`src/sv/nearest_palette_color_search_assert.svh`:
```
// Assertion macros shared by the nearest palette color search design.
`ifndef NEAREST_PALETTE_COLOR_SEARCH_ASSERT_SVH
`define NEAREST_PALETTE_COLOR_SEARCH_ASSERT_SVH

// Same-cycle implication, disabled while reset is asserted.
`define NPCS_ASSERT_SAME(lbl, clk, rst_n, ante, cons) \
    lbl: assert property (@(posedge clk) disable iff (!rst_n) (ante) |-> (cons)) \
        else $error("same-cycle check failed");

// Next-cycle implication, disabled while reset is asserted.
`define NPCS_ASSERT_NEXT(lbl, clk, rst_n, ante, cons) \
    lbl: assert property (@(posedge clk) disable iff (!rst_n) (ante) |=> (cons)) \
        else $error("next-cycle check failed");

`endif

```
`src/sv/npcs_pkg.sv`:
```
// Package with the shared types and constants of the palette search block.
package npcs_pkg;

    // Field widths.
    localparam int COMP_W  = 8;
    localparam int IDX_W   = 8;
    localparam int COUNT_W = 9;
    localparam int SQ_W    = 16;
    localparam int DIST_W  = 18;

    // Command codes of an input transaction.
    localparam logic CMD_LOAD  = 1'b0;
    localparam logic CMD_QUERY = 1'b1;

    // Starting best distance; larger than any real distance (3 * 255 * 255).
    localparam logic [DIST_W-1:0] DIST_INIT = '1;

    // Commands from the controller to the datapath.
    typedef struct packed {
        logic load_wr;
        logic query_start;
        logic rd_issue;
        logic result_load;
    } npcs_cmd_t;

    // Status from the datapath to the controller.
    typedef struct packed {
        logic pipe_busy;
        logic exact_hit;
    } npcs_status_t;

endpackage

```
`src/sv/npcs_ctrl.sv`:
```
// Controller state machine that sequences loads, palette scans and results.
module npcs_ctrl #(
    parameter int PALETTE_DEPTH = 256,
    parameter int ADDR_W        = 8,
    parameter int CNT_W         = 9
) (
    input  logic                            clk,
    input  logic                            rst_n,
    input  logic                            req_valid,
    output logic                            req_ready,
    input  logic                            req_command,
    input  logic [npcs_pkg::IDX_W-1:0]      req_entry_index,
    output logic                            rsp_valid,
    input  logic                            rsp_ready,
    input  logic                            cfg_wr_en,
    input  logic [npcs_pkg::COUNT_W-1:0]    cfg_wr_data,
    output npcs_pkg::npcs_cmd_t             cmd,
    input  npcs_pkg::npcs_status_t          status,
    output logic [ADDR_W-1:0]               wr_addr,
    output logic [ADDR_W-1:0]               rd_addr
);

    localparam int XW = (CNT_W > npcs_pkg::COUNT_W) ? CNT_W : npcs_pkg::COUNT_W;
    localparam int EW = (CNT_W > npcs_pkg::IDX_W) ? CNT_W : npcs_pkg::IDX_W;

    typedef enum logic [1:0] {
        ST_IDLE,
        ST_SCAN,
        ST_DRAIN
    } state_t;

    state_t                          state_reg, state_next;
    logic [CNT_W-1:0]                scan_reg, scan_next;
    logic [CNT_W-1:0]                count_reg, count_next;
    logic                            out_valid_reg, out_valid_next;
    logic [npcs_pkg::COUNT_W-1:0]    palette_count_reg, palette_count_next;

    logic [CNT_W-1:0]                count_sat;
    logic                            scan_last;
    logic                            slot_in_range;

    // Effective count is the register saturated to the palette depth.
    always_comb
    begin
        if (XW'(palette_count_reg) > XW'(PALETTE_DEPTH))
        begin
            count_sat = CNT_W'(PALETTE_DEPTH);
        end
        else
        begin
            count_sat = CNT_W'(palette_count_reg);
        end
    end

    assign scan_last     = (CNT_W'(scan_reg + 1'b1) == count_reg);
    assign slot_in_range = (EW'(req_entry_index) < EW'(PALETTE_DEPTH));
    assign wr_addr       = ADDR_W'(req_entry_index);
    assign rd_addr       = scan_reg[ADDR_W-1:0];
    assign req_ready     = (state_reg == ST_IDLE);
    assign rsp_valid     = out_valid_reg;

    // Next-state and command decode.
    always_comb
    begin
        state_next         = state_reg;
        scan_next          = scan_reg;
        count_next         = count_reg;
        out_valid_next     = out_valid_reg;
        palette_count_next = palette_count_reg;
        cmd                = '0;

        if (cfg_wr_en)
        begin
            palette_count_next = cfg_wr_data;
        end

        if (out_valid_reg && rsp_ready)
        begin
            out_valid_next = 1'b0;
        end

        case (state_reg)
            ST_IDLE:
            begin
                if (req_valid)
                begin
                    if (req_command == npcs_pkg::CMD_LOAD)
                    begin
                        cmd.load_wr = slot_in_range;
                    end
                    else
                    begin
                        cmd.query_start = 1'b1;
                        count_next      = count_sat;
                        scan_next       = '0;
                        state_next      = (count_sat == '0) ? ST_DRAIN : ST_SCAN;
                    end
                end
            end
            ST_SCAN:
            begin
                // One palette read per cycle; stop at the last entry or an exact match.
                cmd.rd_issue = 1'b1;
                if (scan_last || status.exact_hit)
                begin
                    state_next = ST_DRAIN;
                end
                else
                begin
                    scan_next = CNT_W'(scan_reg + 1'b1);
                end
            end
            ST_DRAIN:
            begin
                // Wait for the pipeline to empty and the result slot to free up.
                if (!status.pipe_busy && (!out_valid_reg || rsp_ready))
                begin
                    cmd.result_load = 1'b1;
                    out_valid_next  = 1'b1;
                    state_next      = ST_IDLE;
                end
            end
            default:
            begin
                state_next = ST_IDLE;
            end
        endcase
    end

    // State and registered outputs.
    always_ff @(posedge clk or negedge rst_n)
    begin
        if (!rst_n)
        begin
            state_reg         <= ST_IDLE;
            scan_reg          <= '0;
            count_reg         <= '0;
            out_valid_reg     <= 1'b0;
            palette_count_reg <= '0;
        end
        else
        begin
            state_reg         <= state_next;
            scan_reg          <= scan_next;
            count_reg         <= count_next;
            out_valid_reg     <= out_valid_next;
            palette_count_reg <= palette_count_next;
        end
    end

endmodule

```
`config.mk`:
```
export PLATFORM = sky130hd
export DESIGN_NAME = npcs_ctrl
export DESIGN_NICKNAME = d
export VERILOG_FILES = /design/src/sv/nearest_palette_color_search_assert.svh /design/src/sv/npcs_pkg.sv /design/src/sv/npcs_ctrl.sv
export SDC_FILE = /design/constraint.sdc
export NUM_CORES = 1
export LEC_CHECK = 0
export ABC_AREA = 0
export BUFFER_PORTS_ARGS = -buffer_cell sky130_fd_sc_hd__clkbuf_2
export CAP_MARGIN = 30
export CELL_PAD_IN_SITES_DETAIL_PLACEMENT = 2
export CELL_PAD_IN_SITES_GLOBAL_PLACEMENT = 2
export CORE_ASPECT_RATIO = 0.75
export CORE_MARGIN = 4
export CORE_UTILIZATION = 34
export DETAILED_ROUTE_END_ITERATION = 12
export GPL_ROUTABILITY_DRIVEN = 1
export PLACE_DENSITY = 0.84
export SLEW_MARGIN = 15
export SYNTH_ARGS = -nofsm -noshare
export SYNTH_HDL_FRONTEND = slang
export SYNTH_SLANG_ARGS = --single-unit
```
`constraint.sdc`:
```
create_clock -name clk -period 5 [get_ports clk]
set_input_delay 1 -clock clk [delete_from_list [all_inputs] [get_ports clk]]
set_output_delay 1 -clock clk [all_outputs]
set_load 0.02 [all_outputs]
```
Word-level counts from Yosys, hierarchy flattened
Cells that the tools add are included.
- add/sub/neg operators: 1
- multipliers: 0
- divide/modulo/power cells: 0
- magnitude comparators: 1
- equal/unequal tests: 8
- shift operators: 0
- mux-type cells: 21
- bitwise logic cells: 0
- reductions and logical operators: 12
- operator list (operator ; number):
    9-bit two-way mux ; 4
    9-bit case mux with 2 select lines ; 1
    2-bit two-way mux ; 7
    9-bit by 1-bit adder with 9-bit output (second input constant) ; 1
    9-bit equality test ; 1
    9-bit greater-than comparator (second input constant) ; 1
    9-bit logical NOT ; 1
    1-bit two-way mux ; 8
    2-bit inequality test (second input constant) ; 4
    4-bit AND reduction ; 2
    2-bit case mux with 3 select lines ; 1
    3-bit AND reduction ; 1
    2-bit by 1-bit equality test with 1-bit output (second input constant) ; 1
    2-bit equality test (second input constant) ; 1
    1-bit logical AND ; 2
    1-bit logical NOT ; 2
    2-bit logical NOT ; 1
    1-bit logical OR ; 2
    2-bit by 1-bit inequality test with 1-bit output (second input constant) ; 1
    2-bit nonzero test ; 1
- register bits: 30
- bits in latches: 0
- bits in writable memories: 0
- ROM bits: 0
- input bits: 25
- output and inout bits: 22
- logic and storage cells: 48
- memories: 0

Logic depth before layout (Yosys ltp)
- depth after elaboration: 7
- mapped depth: 10
- gate-level depth less buffers: 7

Worst setup path before layout
Ideal clock, no wire load.
- kind: input port to output port
- start point: in req_command
- end point: out cmd[3] in the netlist's numbering
- arrival: 1.739 ns
- data required time: 4.000 ns
- setup slack: 2.261 ns
- stages: 1
- path buffers: 0
- cells stage by stage: nor4b_1
- word-level cells in the longest chain between the ends: 3
- ends and longest elaborated chain (what ; line ; text):
    from (decl) ; npcs_ctrl.sv:11 ; input logic req_command,
    1-bit two-way mux ; npcs_ctrl.sv:87 ; if (req_command == npcs_pkg::CMD_LOAD)
    2-bit two-way mux ; npcs_ctrl.sv:85 ; if (req_valid)
    2-bit two-way mux ; npcs_ctrl.sv:82 ; case (state_reg)
    to (decl) ; npcs_ctrl.sv:17 ; output npcs_pkg::npcs_cmd_t cmd,
No other way between the ends.

==> Flow_metrics.wiki <==
{| class="wikitable"
! Metric !! Value
|-
| Status || finished clean
|-
| Clock tree sinks || 30
|-
| Leakage power summed over all cells || 0.890 nW
|-
| Post-synth cell types || 45
|-
| Detailed placer's ending HPWL || between 3000 and 4000 um
|-
| Total congestion overflow || 0
|-
| Biggest fanout along the worst timing path || 23
|-
| Number of failing hold endpoints at the final stage || 0
|-
| Fraction of final layout cells sized beyond drive strength 1 || between 20% and 30%
|-
| RePlAce Congestion || 0.708
|-
| Count of flip-flops with a built-in enable after synthesis || 0
|-
| Sequential Power Share || roughly 40%
|-
| Biggest area consumer among synthesized cells || dfrtp_1
|-
| Number of global-route vias before repair || 1566
|-
| Worst-Margin Slew || about 800 ps
|-
| Startpoint Class || primary input
|-
| Final routed DRC violation total || 0
|-
| Time the worst path needs with I/O delays and setup || roughly 3100 ps
|-
| Minimum setup slack in the final design || ~1900 ps
|-
| Crit-path max cell delay || ~520 ps
|-
| CP arrival || 2110 ps
|-
| Resized Gates After CTS || 0
|-
| Width of the die || 91.8 um
|-
| Final-stage net count || approximately 220
|-
| Number of vias after detailed routing || 1406
|-
| Filler Cells Inserted || between 500 and 600
|-
| I/O pin count || 47
|-
| Global-route usage over all layers || about 15%
|-
| Number of clock buffers inserted by TritonCTS || 5
|-
| Wire length of the first global-routing pass || between 7000 and 8000 um
|-
| Largest net degree at the start of global routing || 31
|-
| CTS clk-pin slew, worst paths || roughly 70 ps
|-
| Worst-case vdd ir drop || approximately 0.18 mV
|-
| Antenna cell count || 0
|-
| Worst clock skew || 6.60 ps
|-
| Number of standard cells in the final layout excluding fillers || 270
|-
| Total design power || 983 uW
|-
| Part of the total power dissipated in the clock network || a little over a fifth
|-
| Pins Over Slew Limit || 0
|-
| Cell count after synthesis || 186
|-
| Critical path data required time || 4000 ps
|-
| Count of H-tree levels built during CTS || 2
|-
| # port buffers || 30
|-
| Routed met1 length || 2150 um
|-
| Post-synthesis cell area || approximately 1800 sq um
|-
| Combinational share of power || a little under two fifths
|-
| RSZ-0062 raised after global routing || false
|-
| Count of state elements after synthesis || 30
|-
| Top sig layer || met4
|-
| Max Cap Viol || 0
|-
| Post-route ant nets || 0
|-
| Final setup vio count || 0
|-
| CTS Root Cell || clkbuf_8
|-
| CTS tree || yes
|-
| PD cells || 502 nW/um^2
|-
| Starting utilization of the core area || a little over a third
|-
| Sum of met2 wire segment lengths after detailed routing || about 2200 um
|-
| FP Rows || 22
|-
| Number of violations reported at the end of detailed-routing iteration 0 || 36
|-
| Core region area || 4980 sq um
|-
| Average wire per cell in the routed design || about 17 um
|-
| Wirelength, routed || around 4600 um
|-
| CTS Hold Buffers Added || 0
|-
| Sequence of cells on the critical path || clkbuf_2 -> nand3_1 -> inv_1 -> clkbuf_2
|-
| Tcrit/Tclk final || roughly 62%
|-
| Slowest-stage cell, CP || nand3_1
|-
| Design area || 1960 sq um
|-
| Cell Count Post-Placement || 262
|-
| Layout overhead on the synthesized area || 9.36%
|-
| Clk Latency, worst-skew pair || between 200 and 300 ps
|-
| Worst-case headroom to the max-slew limit || approximately half
|-
| Hold Crit Class || flip-flop to flip-flop
|-
| Number of search-and-repair iterations in the first detailed-routing pass || 4
|-
| Type of element capturing the critical path || output pin
|-
| Die height || roughly 70 um
|-
| Synth async-reset ratio || between 90% and 100%
|-
| Power dissipated by switching net loads || between 400 and 500 uW
|-
| Number of buffers inserted by post-CTS setup repair || 0
|-
| Net switching fraction of the power || roughly two fifths
|-
| Total negative slack || 0 ps
|-
| Share of synthesized area occupied by flip-flops and latches || between 40% and 50%
|-
| Dominant cells by area after synthesis || dfrtp_1 (42%), buf_4 (6.7%), mux2_2 (5.7%)
|-
| Synthesized area per cell || a little under 10 sq um
|-
| Number of nets produced by synthesis || roughly 210
|-
| Most frequent cell on the critical path || clkbuf_2
|-
| Yosys warns || 0
|-
| Commonest cells after routing, fill and taps aside || dfrtp_1 (30), clkbuf_2 (30), nand2_1 (20), nand2b_1 (11), o21ai_0 (10)
|-
| F_max || ~320 MHz
|-
| Internal power || roughly 570 uW
|-
| Initial antenna violation count || 0
|-
| Type of the worst setup path || primary input to output pin
|-
| Die area || between 6000 and 7000 sq um
|-
| Longest Clk Path Bufs || 2
|-
| Most used flip-flop cell after synthesis || dfrtp_1
|-
| Area post-placement || ~1900 sq um
|-
| Share of the synthesized area in the top cell type || around two fifths
|-
| WL met3 || ~210 um
|-
| Dpl ws || about 1900 ps
|-
| Via density per instance || around 5.2
|}
[area by class of cell]
class	count	area [sq um]	area share (%)
multi-input cells	124	850	43.4
flip-flops and latches	30	751	38.3
repair buffers	30	150	7.67
well taps	72	90.1	4.60
clock buffers	6	82.6	4.22
inverters	6	22.5	1.15
clock inverters	2	12.5	0.639
[cell usage after synthesis (2+ instances only)]
master and n:
a211o_2 2, a21boi_0 3, mux2_2 9, o22ai_1 3, nor4_1 2, o21ai_0 10
o221ai_1 2, a21oi_1 4, nor2_1 7, inv_1 6, nor2b_1 2, nand3_2 2
clkbuf_1 6, mux2i_1 3, xor2_1 4, nand2_1 20, nand2b_1 11, nand3_1 7
xnor2_1 6, dfrtp_1 30, a31oi_1 5, a2bb2oi_1 3, buf_4 16, buf_2 2
[critical path, delay by kind of cell]
family,cells,cell delay [ps]
and+or+nand+nor,1,520
buffers and inverters,3,570
[through the flow]
step           util (%)  hold WS (ps)
2_1_floorplan         -           465
3_3_place_gp       37.4           490
3_5_place_dp       37.4           510
4_1_cts            39.3           526
5_1_grt            39.3           554
6_report           39.3           517
[worst paths after layout]
| path | from | end | slack, ps | cells past startpoint |
|---|---|---|---|---|
| max | req_command | cmd[2] | 1890 | 4 |
| min | count_reg[1] | count_reg[1] | 520 | 2 |
| max reg2reg | scan_reg[0] | scan_reg[3] | 2420 | 7 |
| min reg2reg | count_reg[1] | count_reg[1] | 520 | 2 |
| max in group asynchronous | rst_n | palette_count_reg[5] | 3730 | 1 |
| min in group asynchronous | rst_n | scan_reg[5] | 770 | 1 |
[logic make-up after synthesis]
| logic type | Yosys count | synth area share (%) |
|---|---|---|
| xor+xnor | 10 | 4.89 |
| mux | 12 | 7.34 |
| fa+ha+maj | 1 | 0.699 |
| buf+inv | 32 | 10.6 |
| flops | 30 | 41.9 |
| compound gates | 41 | 16.8 |
| simple gates | 60 | 17.8 |
[power by group through the flow]
stage	logic [mW]	registers [mW]	clock network, mW
after floorplan	0.326	0.364	0
after global placement	0.363	0.395	0
after detailed placement	0.377	0.401	0
after CTS	0.380	0.397	0.221
after global routing	0.421	0.409	0.232
final	0.373	0.396	0.215
[per-layer routing]
layer	track usage, %	up-vias
li1	-	657
met1	20.0	706
met2	24.6	36
met3	3.93	7
met4	4.94	0
met5	0	-
(Power assumes the default switching activity.)
